## src/rtl/assert_macros.svh

```systemverilog
// assertion macros used by the top-level rtl file
`ifndef ASSERT_MACROS_SVH
`define ASSERT_MACROS_SVH

// same-cycle implication, disabled while in reset
`define ASSERT_IMPLIES(label, clk, rst_n, a, c, msg) \
    label: assert property (@(posedge clk) disable iff (!rst_n) (a) |-> (c)) \
        else $error(msg);

// next-cycle implication, disabled while in reset
`define ASSERT_NEXT(label, clk, rst_n, a, c, msg) \
    label: assert property (@(posedge clk) disable iff (!rst_n) (a) |=> (c)) \
        else $error(msg);

`endif

```

## src/rtl/blm_pkg.sv

```systemverilog
// shared types and constants of the battery level monitor
package blm_pkg;

    localparam int VOLT_W  = 13;
    localparam int INTV_W  = 16;
    localparam int TIMER_W = 17;
    localparam int CNT_W   = 5;
    localparam int PON_W   = 8;
    localparam int ELAP_W  = 10;
    localparam int PCT_W   = 7;
    localparam int NUM_W   = 20;
    localparam int CFG_IDX_W  = 3;
    localparam int CFG_DATA_W = 16;

    localparam logic [PCT_W-1:0] PCT_FULL = 7'd100;
    localparam logic [PCT_W-1:0] PCT_ZERO = 7'd0;
    localparam logic [PCT_W-1:0] BASE_HI  = 7'd20;
    localparam logic [NUM_W-1:0] SCALE_HI = 20'd80;
    localparam logic [NUM_W-1:0] SCALE_LO = 20'd20;

    localparam logic [VOLT_W-1:0] FULL_RST     = 13'd4100;
    localparam logic [VOLT_W-1:0] EMPTY_RST    = 13'd3500;
    localparam logic [VOLT_W-1:0] SHUTDOWN_RST = 13'd3300;
    localparam logic [INTV_W-1:0] SLOW_RST     = 16'd10000;
    localparam logic [INTV_W-1:0] FAST_RST     = 16'd1000;
    localparam logic [PON_W-1:0]  SAMPLES_RST  = 8'd5;

    typedef enum logic {
        OP_TASK  = 1'b0,
        OP_STORE = 1'b1
    } t_opcode;

    typedef enum logic [CFG_IDX_W-1:0] {
        CFG_FULL     = 3'd0,
        CFG_EMPTY    = 3'd1,
        CFG_SHUTDOWN = 3'd2,
        CFG_SLOW     = 3'd3,
        CFG_FAST     = 3'd4,
        CFG_SAMPLES  = 3'd5
    } t_cfg_idx;

    typedef struct packed {
        logic accept;
        logic setup;
        logic div_step;
        logic load_out;
    } t_dp_cmd;

    typedef struct packed {
        logic skip_div;
    } t_dp_status;

endpackage

```

## src/rtl/battery_level_monitor_unit.sv

```systemverilog
// top level of the battery level monitor
// Each accepted item yields one result. When the percentage needs a divide, an item
// goes from transfer to result register in these steps: the timer and counters
// update at the transfer itself, then a setup step picks the segment and scales the
// voltage, seven restoring divide steps follow (one quotient bit each) and a last step
// loads the output. Items landing above full, at or below shutdown or on a flat segment
// skip the divide steps. The next item is taken as soon as the previous result sits
// in the output register, so the block takes no new item while one is in flight;
// a stalled output holds the block at most until it drains.
// Configuration writes are always ready and can change the result of an item in flight.
`include "assert_macros.svh"

module battery_level_monitor_unit #(
    parameter int EMPTY_LIMIT    = 10,
    parameter int CRITICAL_LIMIT = 20
) (
    input  logic                               i_clk,
    input  logic                               i_rst_n,
    input  logic                               i_in_valid,
    output logic                               o_in_ready,
    input  logic                               i_opcode,
    input  logic [blm_pkg::ELAP_W-1:0]         i_elapsed_ms,
    input  logic [blm_pkg::VOLT_W-1:0]         i_voltage_sample_mv,
    input  logic                               i_link_connected,
    input  logic                               i_backlight_on,
    input  logic                               i_usb_powered,
    output logic                               o_out_valid,
    input  logic                               i_out_ready,
    output logic [blm_pkg::PCT_W-1:0]          o_charge_percent,
    output logic                               o_battery_empty,
    output logic                               o_battery_critical,
    output logic                               o_shutdown_request,
    output logic                               o_measure_request,
    output logic                               o_power_on_sampling,
    input  logic                               i_cfg_valid,
    output logic                               o_cfg_ready,
    input  logic [blm_pkg::CFG_IDX_W-1:0]      i_cfg_index,
    input  logic [blm_pkg::CFG_DATA_W-1:0]     i_cfg_data
);

    blm_pkg::t_dp_cmd    cmd;
    blm_pkg::t_dp_status status;

    assign o_cfg_ready = 1'b1;

    blm_ctrl u_ctrl (
        .i_clk       (i_clk),
        .i_rst_n     (i_rst_n),
        .i_in_valid  (i_in_valid),
        .o_in_ready  (o_in_ready),
        .o_out_valid (o_out_valid),
        .i_out_ready (i_out_ready),
        .i_status    (status),
        .o_cmd       (cmd)
    );

    blm_dp #(
        .EMPTY_LIMIT    (EMPTY_LIMIT),
        .CRITICAL_LIMIT (CRITICAL_LIMIT)
    ) u_dp (
        .i_clk               (i_clk),
        .i_rst_n             (i_rst_n),
        .i_opcode            (i_opcode),
        .i_elapsed_ms        (i_elapsed_ms),
        .i_voltage_sample_mv (i_voltage_sample_mv),
        .i_link_connected    (i_link_connected),
        .i_backlight_on      (i_backlight_on),
        .i_usb_powered       (i_usb_powered),
        .i_cfg_write         (i_cfg_valid),
        .i_cfg_index         (i_cfg_index),
        .i_cfg_data          (i_cfg_data),
        .i_cmd               (cmd),
        .o_status            (status),
        .o_charge_percent    (o_charge_percent),
        .o_battery_empty     (o_battery_empty),
        .o_battery_critical  (o_battery_critical),
        .o_shutdown_request  (o_shutdown_request),
        .o_measure_request   (o_measure_request),
        .o_power_on_sampling (o_power_on_sampling)
    );

    `ASSERT_NEXT(a_busy_after_transfer, i_clk, i_rst_n, i_in_valid && o_in_ready, !o_in_ready, "input taken again before result built")
    `ASSERT_IMPLIES(a_pct_range, i_clk, i_rst_n, o_out_valid, o_charge_percent <= blm_pkg::PCT_FULL, "charge percent above full")
    `ASSERT_IMPLIES(a_shutdown_on_check, i_clk, i_rst_n, o_out_valid && o_shutdown_request, o_measure_request, "shutdown without a check")

endmodule

```

## src/rtl/blm_ctrl.sv

```systemverilog
// controller state machine of the battery level monitor
module blm_ctrl (
    input  logic               i_clk,
    input  logic               i_rst_n,
    input  logic               i_in_valid,
    output logic               o_in_ready,
    output logic               o_out_valid,
    input  logic               i_out_ready,
    input  blm_pkg::t_dp_status i_status,
    output blm_pkg::t_dp_cmd   o_cmd
);

    typedef enum logic [3:0] {
        S_IDLE  = 4'b0001,
        S_SETUP = 4'b0010,
        S_DIV   = 4'b0100,
        S_DONE  = 4'b1000
    } t_state;

    localparam logic [2:0] LAST_STEP = 3'(blm_pkg::PCT_W - 1);

    t_state     r_state, n_state;
    logic [2:0] r_step,  n_step;
    logic       r_out_valid, n_out_valid;
    logic       slot_free;

    assign slot_free = !r_out_valid || i_out_ready;

    always_comb begin
        n_state     = r_state;
        n_step      = r_step;
        n_out_valid = r_out_valid && !i_out_ready;
        o_cmd       = '0;
        case (r_state)
            S_IDLE: begin
                if (i_in_valid) begin
                    o_cmd.accept = 1'b1;
                    n_state      = S_SETUP;
                end
            end
            S_SETUP: begin
                o_cmd.setup = 1'b1;
                n_step      = '0;
                n_state     = i_status.skip_div ? S_DONE : S_DIV;
            end
            S_DIV: begin
                o_cmd.div_step = 1'b1;
                n_step         = r_step + 3'd1;
                if (r_step == LAST_STEP) begin
                    n_state = S_DONE;
                end
            end
            S_DONE: begin
                // wait for the output register to drain
                if (slot_free) begin
                    o_cmd.load_out = 1'b1;
                    n_out_valid    = 1'b1;
                    n_state        = S_IDLE;
                end
            end
            default: begin
                n_state = S_IDLE;
            end
        endcase
    end

    always_ff @(posedge i_clk) begin
        if (!i_rst_n) begin
            r_state     <= S_IDLE;
            r_step      <= '0;
            r_out_valid <= 1'b0;
        end else begin
            r_state     <= n_state;
            r_step      <= n_step;
            r_out_valid <= n_out_valid;
        end
    end

    assign o_in_ready  = (r_state == S_IDLE);
    assign o_out_valid = r_out_valid;

endmodule

```

## src/rtl/blm_dp.sv

```systemverilog
// datapath of the battery level monitor: state, config, percentage divider
module blm_dp #(
    parameter int EMPTY_LIMIT    = 10,
    parameter int CRITICAL_LIMIT = 20
) (
    input  logic                               i_clk,
    input  logic                               i_rst_n,
    input  logic                               i_opcode,
    input  logic [blm_pkg::ELAP_W-1:0]         i_elapsed_ms,
    input  logic [blm_pkg::VOLT_W-1:0]         i_voltage_sample_mv,
    input  logic                               i_link_connected,
    input  logic                               i_backlight_on,
    input  logic                               i_usb_powered,
    input  logic                               i_cfg_write,
    input  logic [blm_pkg::CFG_IDX_W-1:0]      i_cfg_index,
    input  logic [blm_pkg::CFG_DATA_W-1:0]     i_cfg_data,
    input  blm_pkg::t_dp_cmd                   i_cmd,
    output blm_pkg::t_dp_status                o_status,
    output logic [blm_pkg::PCT_W-1:0]          o_charge_percent,
    output logic                               o_battery_empty,
    output logic                               o_battery_critical,
    output logic                               o_shutdown_request,
    output logic                               o_measure_request,
    output logic                               o_power_on_sampling
);

    localparam logic [blm_pkg::CNT_W-1:0] E_LIM = blm_pkg::CNT_W'(EMPTY_LIMIT);
    localparam logic [blm_pkg::CNT_W-1:0] C_LIM = blm_pkg::CNT_W'(CRITICAL_LIMIT);
    localparam int DSH_W = blm_pkg::VOLT_W + blm_pkg::PCT_W - 1;

    // configuration
    logic [blm_pkg::VOLT_W-1:0] r_full_mv, r_empty_mv, r_shutdown_mv;
    logic [blm_pkg::INTV_W-1:0] r_slow_ms, r_fast_ms;
    logic [blm_pkg::PON_W-1:0]  r_samples;

    // monitor state
    logic [blm_pkg::VOLT_W-1:0]  r_voltage;
    logic [blm_pkg::TIMER_W-1:0] r_timer;
    logic [blm_pkg::CNT_W-1:0]   r_empty_cnt, r_crit_cnt;
    logic [blm_pkg::PON_W-1:0]   r_pon_cnt;
    logic                        r_shutdown_pulse, r_measure_pulse;

    // divider
    logic [blm_pkg::NUM_W-1:0] r_rem;
    logic [DSH_W-1:0]          r_dsh;
    logic [blm_pkg::PCT_W-1:0] r_quot, r_offset;

    // task step next state
    logic [blm_pkg::TIMER_W:0]   timer_sum;
    logic [blm_pkg::TIMER_W-1:0] timer_sat;
    logic                        sampling, fast_hit, slow_hit, check;
    logic                        e_inc, e_hit;
    logic [blm_pkg::CNT_W-1:0]   n_empty_cnt, n_crit_cnt;
    logic                        n_shutdown_pulse;
    logic [blm_pkg::PON_W-1:0]   pon_base, n_pon_cnt;
    logic [blm_pkg::PON_W:0]     pon_inc;

    always_comb begin
        timer_sum = {1'b0, r_timer} + (blm_pkg::TIMER_W + 1)'(i_elapsed_ms);
        timer_sat = timer_sum[blm_pkg::TIMER_W] ? '1 : timer_sum[blm_pkg::TIMER_W-1:0];
        sampling  = r_pon_cnt < r_samples;
        fast_hit  = sampling && !i_backlight_on
                    && (timer_sat > blm_pkg::TIMER_W'(r_fast_ms));
        slow_hit  = timer_sat > blm_pkg::TIMER_W'(r_slow_ms);
        check     = i_link_connected && (fast_hit || slow_hit);

        e_inc       = check && (r_voltage < r_empty_mv) && (r_empty_cnt <= E_LIM);
        e_hit       = e_inc && (r_empty_cnt == E_LIM);
        n_empty_cnt = e_inc ? r_empty_cnt + 1'b1 : r_empty_cnt;

        n_crit_cnt       = r_crit_cnt;
        n_shutdown_pulse = 1'b0;
        if (check && (r_crit_cnt <= C_LIM)) begin
            if (r_voltage < r_shutdown_mv) begin
                n_crit_cnt       = r_crit_cnt + 1'b1;
                n_shutdown_pulse = (r_crit_cnt == C_LIM);
            end else begin
                n_crit_cnt = '0;
            end
        end

        // crossing the empty limit ends fast sampling
        pon_base = e_hit ? r_samples : r_pon_cnt;
        pon_inc  = {1'b0, pon_base} + 1'b1;
        n_pon_cnt = r_pon_cnt;
        if (check) begin
            n_pon_cnt = (pon_inc > {1'b0, r_samples}) ? r_samples
                                                      : pon_inc[blm_pkg::PON_W-1:0];
        end

        if (i_usb_powered) begin
            n_empty_cnt = '0;
            n_crit_cnt  = '0;
        end
    end

    // percentage segment selection
    logic                      skip_div;
    logic [blm_pkg::PCT_W-1:0] direct_pct, seg_offset;
    logic [blm_pkg::VOLT_W-1:0] seg_span, seg_diff;
    logic [blm_pkg::NUM_W-1:0]  seg_scale;

    always_comb begin
        skip_div   = 1'b1;
        direct_pct = blm_pkg::PCT_ZERO;
        seg_offset = blm_pkg::PCT_ZERO;
        seg_span   = r_full_mv - r_empty_mv;
        seg_diff   = r_voltage - r_empty_mv;
        seg_scale  = blm_pkg::SCALE_HI;
        if (r_voltage > r_full_mv) begin
            direct_pct = blm_pkg::PCT_FULL;
        end else if (r_voltage > r_empty_mv) begin
            if (r_full_mv > r_empty_mv) begin
                skip_div   = 1'b0;
                seg_offset = blm_pkg::BASE_HI;
            end
        end else if (r_voltage > r_shutdown_mv) begin
            seg_span  = r_empty_mv - r_shutdown_mv;
            seg_diff  = r_voltage - r_shutdown_mv;
            seg_scale = blm_pkg::SCALE_LO;
            skip_div  = !(r_empty_mv > r_shutdown_mv);
        end
    end

    assign o_status.skip_div = skip_div;

    logic                      div_ge;
    logic [blm_pkg::NUM_W-1:0] dsh_ext;

    assign dsh_ext = blm_pkg::NUM_W'(r_dsh);
    assign div_ge  = r_rem >= dsh_ext;

    always_ff @(posedge i_clk) begin
        if (!i_rst_n) begin
            r_full_mv     <= blm_pkg::FULL_RST;
            r_empty_mv    <= blm_pkg::EMPTY_RST;
            r_shutdown_mv <= blm_pkg::SHUTDOWN_RST;
            r_slow_ms     <= blm_pkg::SLOW_RST;
            r_fast_ms     <= blm_pkg::FAST_RST;
            r_samples     <= blm_pkg::SAMPLES_RST;
        end else if (i_cfg_write) begin
            case (i_cfg_index)
                blm_pkg::CFG_FULL:     r_full_mv     <= i_cfg_data[blm_pkg::VOLT_W-1:0];
                blm_pkg::CFG_EMPTY:    r_empty_mv    <= i_cfg_data[blm_pkg::VOLT_W-1:0];
                blm_pkg::CFG_SHUTDOWN: r_shutdown_mv <= i_cfg_data[blm_pkg::VOLT_W-1:0];
                blm_pkg::CFG_SLOW:     r_slow_ms     <= i_cfg_data;
                blm_pkg::CFG_FAST:     r_fast_ms     <= i_cfg_data;
                blm_pkg::CFG_SAMPLES:  r_samples     <= i_cfg_data[blm_pkg::PON_W-1:0];
                default: begin
                end
            endcase
        end
    end

    always_ff @(posedge i_clk) begin
        if (!i_rst_n) begin
            r_voltage        <= blm_pkg::FULL_RST;
            r_timer          <= '0;
            r_empty_cnt      <= '0;
            r_crit_cnt       <= '0;
            r_pon_cnt        <= '0;
            r_shutdown_pulse <= 1'b0;
            r_measure_pulse  <= 1'b0;
        end else if (i_cmd.accept) begin
            if (i_opcode == blm_pkg::OP_STORE) begin
                r_voltage        <= i_voltage_sample_mv;
                r_shutdown_pulse <= 1'b0;
                r_measure_pulse  <= 1'b0;
            end else begin
                r_timer          <= check ? '0 : timer_sat;
                r_empty_cnt      <= n_empty_cnt;
                r_crit_cnt       <= n_crit_cnt;
                r_pon_cnt        <= n_pon_cnt;
                r_shutdown_pulse <= n_shutdown_pulse;
                r_measure_pulse  <= check;
            end
        end
    end

    // restoring divide, one quotient bit per cycle, msb first
    always_ff @(posedge i_clk) begin
        if (i_cmd.setup) begin
            r_rem    <= blm_pkg::NUM_W'(seg_diff) * seg_scale;
            r_dsh    <= {seg_span, (blm_pkg::PCT_W - 1)'(0)};
            r_quot   <= direct_pct;
            r_offset <= seg_offset;
        end else if (i_cmd.div_step) begin
            if (div_ge) begin
                r_rem <= r_rem - dsh_ext;
            end
            r_dsh  <= r_dsh >> 1;
            r_quot <= {r_quot[blm_pkg::PCT_W-2:0], div_ge};
        end
    end

    always_ff @(posedge i_clk) begin
        if (i_cmd.load_out) begin
            o_charge_percent    <= r_quot + r_offset;
            o_battery_empty     <= r_empty_cnt > E_LIM;
            o_battery_critical  <= r_crit_cnt > C_LIM;
            o_shutdown_request  <= r_shutdown_pulse;
            o_measure_request   <= r_measure_pulse;
            o_power_on_sampling <= r_pon_cnt < r_samples;
        end
    end

endmodule
```

## config.mk

```make
export PLATFORM = sky130hd
export DESIGN_NAME = battery_level_monitor_unit
export DESIGN_NICKNAME = d
export VERILOG_FILES = /design/src/rtl/blm_pkg.sv /design/src/rtl/battery_level_monitor_unit.sv /design/src/rtl/blm_ctrl.sv /design/src/rtl/blm_dp.sv
export VERILOG_INCLUDE_DIRS = /design/src /design/src/rtl
export SDC_FILE = /design/constraint.sdc
export NUM_CORES = 1
export LEC_CHECK = 0
export BUFFER_PORTS_ARGS = -buffer_cell sky130_fd_sc_hd__buf_2
export CAP_MARGIN = 20
export CORE_MARGIN = 2
export CORE_UTILIZATION = 55
export DETAILED_ROUTE_END_ITERATION = 7
export PLACE_DENSITY = 0.81
export SYNTH_ARGS = -nofsm -noshare
export SYNTH_HDL_FRONTEND = slang
export SYNTH_SLANG_ARGS = --single-unit
```

## constraint.sdc

```tcl
create_clock -name i_clk -period 6.9 [get_ports i_clk]
set_input_delay 1.035 -clock i_clk [delete_from_list [all_inputs] [get_ports i_clk]]
set_output_delay 1.035 -clock i_clk [all_outputs]
set_load 0.01 [all_outputs]
```

Yosys cells after proc, flatten, opt, wreduce, memory -nomap -nowiden
Cells that the tools add are included.
Word-level totals
  register bits after elaboration: 202
  input bits: 51
  output and inout port bits: 15
  word-level logic and storage cells: 155
Operators by class
  add/sub/neg operators: 11
  multiply operators: 1
  magnitude comparators: 16
  eq/ne operators: 15
  multiplexer cells: 49
  bitwise operators: 2
  reductions and logical operators: 34
Operator list (count)
  20-bit two-way mux: 5
  13-bit two-way mux: 6
  13-bit > comparator: 5
  13-bit subtractor: 4
  19-bit two-way mux: 2
  17-bit by 16-bit > comparator with 1-bit output: 2
  17-bit two-way mux: 2
  5-bit two-way mux: 6
  7-bit two-way mux: 4
  13-bit less-than comparator: 2
  20-bit by 19-bit >= comparator with 1-bit output: 1
  13-bit by 20-bit multiplier with 20-bit output: 1
  20-bit by 19-bit subtractor with 20-bit output: 1
  17-bit by 10-bit adder with 18-bit output: 1
  2-bit AND reduction: 9
  1-bit two-way mux: 16
  4-bit two-way mux: 4
  8-bit two-way mux: 2
  4-bit case mux with 4 select lines: 1
  3-bit AND reduction: 4
  5-bit by 1-bit adder with 5-bit output (second input constant): 2
  2-bit nonzero test: 5
  8-bit by 1-bit adder with 9-bit output (second input constant): 1
  3-bit equality test (second input constant): 3
  other kinds (25): 39

Depth between registers and ports, before layout
  depth after elaboration: 13
  gate-level depth with buffers: 32
  gate-level depth less buffers: 30

Modules after synthesis
From an unflattened synthesis, not the netlist that was laid out.
Second synthesis, totals
  cells, all modules: 1834
  area total of the unflattened synthesis: 15097.0 µm²
Modules (own cells, without submodules)
  blm_dp: times used 1, cells each 1774, area an instance 14597.8 µm², sequential area each 4294.1 µm²
  blm_ctrl: times used 1, cells each 58, area an instance 488.0 µm², sequential area each 160.2 µm²
  battery_level_monitor_unit: times used 1, cells each 2, area an instance 11.3 µm², sequential area each 0.0 µm²

Worst setup path after synthesis
No wires, ideal clock.
  path type: input port to flip-flop
  start point: input i_elapsed_ms[0] (netlist name)
  end point: register u_dp.r_pon_cnt[2] (netlist name)
  library setup time: 0.114 ns
  arrival: 6.995 ns
  required time: 6.786 ns
  setup slack: -0.209 ns
  stages: 31
  buffers on the path: 3
  cell sequence: ha_1 -> fa_1 -> a211oi_1 -> o211a_1 -> nor2_1 -> a21o_1 -> a21oi_1 -> xor2_1 -> nand2_1 -> ha_1 -> nand4_1 -> or4_1 -> o21ai_0 -> a31oi_1 -> a221o_2 -> nand2_1 -> buf_4 -> mux2_2 -> ha_1 -> clkbuf_1 -> xnor2_1 -> ha_1 -> o21a_1 -> o21a_1 -> o211ai_1 -> a21boi_0 -> o31ai_1 -> nand3_2 -> buf_6 -> a32o_1 -> a21o_1
Between the ends
  longest elaborated chain between the ends: 13
  elaborated cells on any way between the ends: 15
  those cells by class: 2 x add/sub; 3 x order compare; 3 x mux; 7 x reduce/logical
RTL lines
  start: declaration: line battery_level_monitor_unit.sv:22  | input logic [blm_pkg::ELAP_W-1:0] i_elapsed_ms,
  17-bit by 10-bit adder with 18-bit output (*): line blm_dp.sv:59  | timer_sum = {1'b0, r_timer} + (blm_pkg::TIMER_W + 1)'(i_elapsed_ms);
  17-bit two-way mux (*): line blm_dp.sv:60  | timer_sat = timer_sum[blm_pkg::TIMER_W] ? '1 : timer_sum[blm_pkg::TIMER_W-1:0];
  17-bit by 16-bit > comparator with 1-bit output: line blm_dp.sv:63  | && (timer_sat > blm_pkg::TIMER_W'(r_fast_ms));
  1-bit logical AND: line blm_dp.sv:63
  1-bit logical OR (*): line blm_dp.sv:65  | check = i_link_connected && (fast_hit || slow_hit);
  1-bit logical AND (*): line blm_dp.sv:65
  1-bit logical AND (2 in series): line blm_dp.sv:67  | e_inc = check && (r_voltage < r_empty_mv) && (r_empty_cnt <= E_LIM);
  1-bit logical AND: line blm_dp.sv:68  | e_hit = e_inc && (r_empty_cnt == E_LIM);
  8-bit two-way mux: line blm_dp.sv:83  | pon_base = e_hit ? r_samples : r_pon_cnt;
  8-bit by 1-bit adder with 9-bit output: line blm_dp.sv:84  | pon_inc = {1'b0, pon_base} + 1'b1;
  9-bit by 8-bit > comparator with 1-bit output: line blm_dp.sv:87  | n_pon_cnt = (pon_inc > {1'b0, r_samples}) ? r_samples
  8-bit two-way mux: line blm_dp.sv:87
  end signal: assignment: line blm_dp.sv:173  | r_pon_cnt <= n_pon_cnt;
  end: declaration: line blm_dp.sv:40  | logic [blm_pkg::PON_W-1:0] r_pon_cnt;
Every way passes the cells marked *; elsewhere a longest branch is shown, timed or not.
A chain may end at the register's enable or synchronous reset.

Final worst setup path
  start point: input i_elapsed_ms[0] (netlist name)
  end point: register u_dp.r_pon_cnt[0] (netlist name)
The elaborated chain is that of the path after synthesis.

==> impl_metrics.ini <==
[status]
status = finished, final reports clean

[worst_hold_path]
min_path_type = flip-flop to flip-flop

[synth]
synth_top_area_cell = dfxtp_1
syn-mean-instance-area_um2 = 8.456
ys.flop_type = dfxtp_1
synth_top_area_share_pct = 18.91
yosysSeqAreaShare_pct = 29.43
ys_warn_count = 0
synth.distinct_cells = 80
ys_ff_latch = 196
syn_area_um2 = 15140
synth.net_count = 2066
synthArstFlopShare_pct = 0
yosys-top-cells-area = dfxtp_1 19%, ha_1 17%, edfxtp_1 11%
synthCells = 1790
synth-edff-count = 53

[global_routing]
grt_overflow_total = 0
grtUsageMet1_pct = 37.81
met2_usage_pct = 46.00
grt_max_degree = 111
first_global_vias = 12520
met3_usage_pct = 3.814
grt_usage_pct = 27.93
grt-busiest-layer = met2
grt_pass1_wl_um = 63610
antenna_found_initial = 0

[place]
post-place-ws_ns = -0.5118
portBuffers = 64
place_congestion = 0.9612
dp_hpwl_um = 31600

[clock_tree]
cts_hold_repair.buffers = 0
htreeDepth = 4
clock_tree.buffer_depth = 2
clk_pin_slew_ns = 0.08
cts_tree = yes
cts_sinks = 196
clock_latency_ns = 0.44
cts_root_buffer = clkbuf_16
cts_buffers = 17

[die]
dieArea_um2 = 28860
core_um2 = 26950
initial_core_util_pct = 56.16
num_rows = 60
fp.dieH_um = 169.9
ios = 66
die_w_um = 169.9

[detailed_routing]
dr_total_vias = 13260
drt-initial-drc-count = 1027
drt-total-wl_um = 40050
dr.pass1.iters = 6
drtAntennaViolNets = 0
routedWlPerCell_um = 17.67
drc = 0
viasPerCell = 5.850

[worst_setup_path]
critPathSlowestCell = or4_1
cp.required_ns = 7.23
worst_ep_arrival_time_ns = 7.08
worstPathMaxFanout = 6
worstSetupPathType = input pin to flip-flop
start_kind = input pin
critical_path.max_stage_delay_ns = 0.53
end_kind = flip-flop

[power_and_ir_drop]
peakVddDrop_v = 0.0001202
p_per_area_nw_per_um2 = 237.5
total_power_mw = 4.048
p_leak_nw = 7.567

[sta]
skew_ns = 0.01446
layout_setup_ws_ns = 0.1537
slew_violations = 0
slew_headroom_pct = 34.48
finalCritPeriodShare_pct = 97.77
rsz0062_at_grt = true
finalHoldViolCount = 0
min_period_ns = 6.746
tightest_slew_ns = 0.9827
fmax_mhz = 148.2
setup_violations = 0
finalSetupTns_ns = 0

[finish]
n_antenna_cell = 0
fin_nets = 2189
area_delta_synth_final_pct = 12.62
drive_gt1_share_pct = 12.15

[job]
cap_violations = 0
[repair_timing]
| action | 4_1_cts | 5_1_grt |
|---|---|---|
| setup buffers | 0 | 9 |
| pin swaps | 0 | 15 |
| endpoints found under the setup margin | 1 | 12 |
| gates resized for setup | 2 | 24 |
| gates cloned | 0 | 1 |
| hold endpoints to repair | 0 | 0 |
[report_power, final]
group          internal (mW)  switching, mW
clock                  0.474          0.487
combinational          0.777          0.989
sequential              1.28         0.0437
total                   2.53           1.52
[cell usage after synthesis (all sizes together), types with 12 or more instances]
cell type	n
fa	16
a21o	46
nand4	27
o21a	17
xor2	30
a21boi	83
o211ai	36
o21ai	76
and3	22
mux2i	25
dfxtp	143
or2	12
nand2	250
xnor2	55
o22ai	15
buf	12
a211oi	13
nor2	87
nand2b	20
and2	17
ha	209
clkbuf	40
a21oi	81
edfxtp	53
nand3	48
nor3	35
inv	165
nor2b	40
[registers in the layout, summed over array words and instances, names as in the netlist, 3 cells and up]
name and flops:
u_ctrl.r_state 4, u_ctrl.r_step 3, u_dp.o_charge_percent 7, u_dp.r_crit_cnt 5, u_dp.r_dsh 19, u_dp.r_empty_cnt 5
u_dp.r_empty_mv 13, u_dp.r_fast_ms 16, u_dp.r_full_mv 13, u_dp.r_pon_cnt 8, u_dp.r_quot 7, u_dp.r_rem 20
u_dp.r_samples 8, u_dp.r_shutdown_mv 13, u_dp.r_slow_ms 16, u_dp.r_timer 17, u_dp.r_voltage 13
[logic make-up after synthesis]
kind of cell / after synthesis / synth area share (%)
muxes: 30 / 2.025
other: 1 / 0.02478
and+or+nand+nor: 598 / 18.96
adders and majority gates: 225 / 19.39
buffers and inverters: 218 / 5.605
DFF: 196 / 29.43
xor gates and xnor gates: 85 / 4.919
AOI/OAI and AO/OA: 437 / 19.65
[area by class of cell]
class	instances	area (µm²)
clock buffers	18	429.2
clock inverters	14	121.4
fillers	2290	9905
inverters	166	623.1
multi-input cells	1376	9965
flip-flops and latches	196	4456
well taps	341	426.7
repair buffers	156	1026
[stage by stage]
stage                     std cells  util [%]  cell area [µm²]  hold slack, ns
after floorplan                1790         -            15170          0.4081
after global placement         2224     60.48            16300          0.4158
after CTS                      2256     62.55            16860          0.4429
after detailed placement       2224     60.48            16300          0.4247
final                          2267     63.25            17050          0.4394
after global routing           2267     63.25            17050          0.4586
[worst max-delay path: cells and delay by family]
kind,cells,cell delay [ns]
adders and majority gates,5,1.49
buffers and inverters,1,0.10
xor gates and xnor gates,1,0.20
AOI/OAI and AO/OA,13,2.38
and+or+nand+nor,8,1.49
muxes,1,0.36
[layer usage]
| metal | vias to the layer above | wire [µm] |
|---|---|---|
| li1 | 6577 | - |
| met2 | 430 | 18340 |
| met5 | - | 0 |
| met4 | 0 | 1169 |
| met1 | 6188 | 17950 |
| met3 | 67 | 2592 |
[cells in the final DEF (no fill, tap or decap), types with 5 or more instances in the layout]
master and count:
nand3b_1 5, a21oi_1 79, o21ai_1 13, xnor2_1 54, nand2b_1 20, o21ai_0 63, buf_2 64, clkbuf_16 17
nand3_1 44, o211ai_1 36, and2_1 17, o21bai_1 7, nor2b_1 40, or3_1 9, fa_1 15, nor2_1 85
or2_1 7, ha_1 205, nor3_1 34, o21a_1 17, or2_2 5, mux2i_1 25, o22ai_1 15, dfxtp_1 142
buf_4 89, and3_1 22, mux2_2 5, edfxtp_1 53, inv_1 165, o31ai_1 6, a211oi_1 11, nand2_1 248
a21boi_0 78, nand4_1 27, a31oi_1 8, a21o_1 46, xor2_1 30
[path summary, 6_finish.rpt]
check	startpoint	end	slack [ns]	cells after the start
max reg2reg	u_dp.r_voltage[1]	u_dp.r_rem[17]	0.36	30
min reg2reg	u_dp.r_measure_pulse	u_dp.o_measure_request	0.44	0
max	i_elapsed_ms[0]	u_dp.r_pon_cnt[0]	0.15	29
min	u_dp.r_measure_pulse	u_dp.o_measure_request	0.44	0
Power figures use the tool's default switching activity.
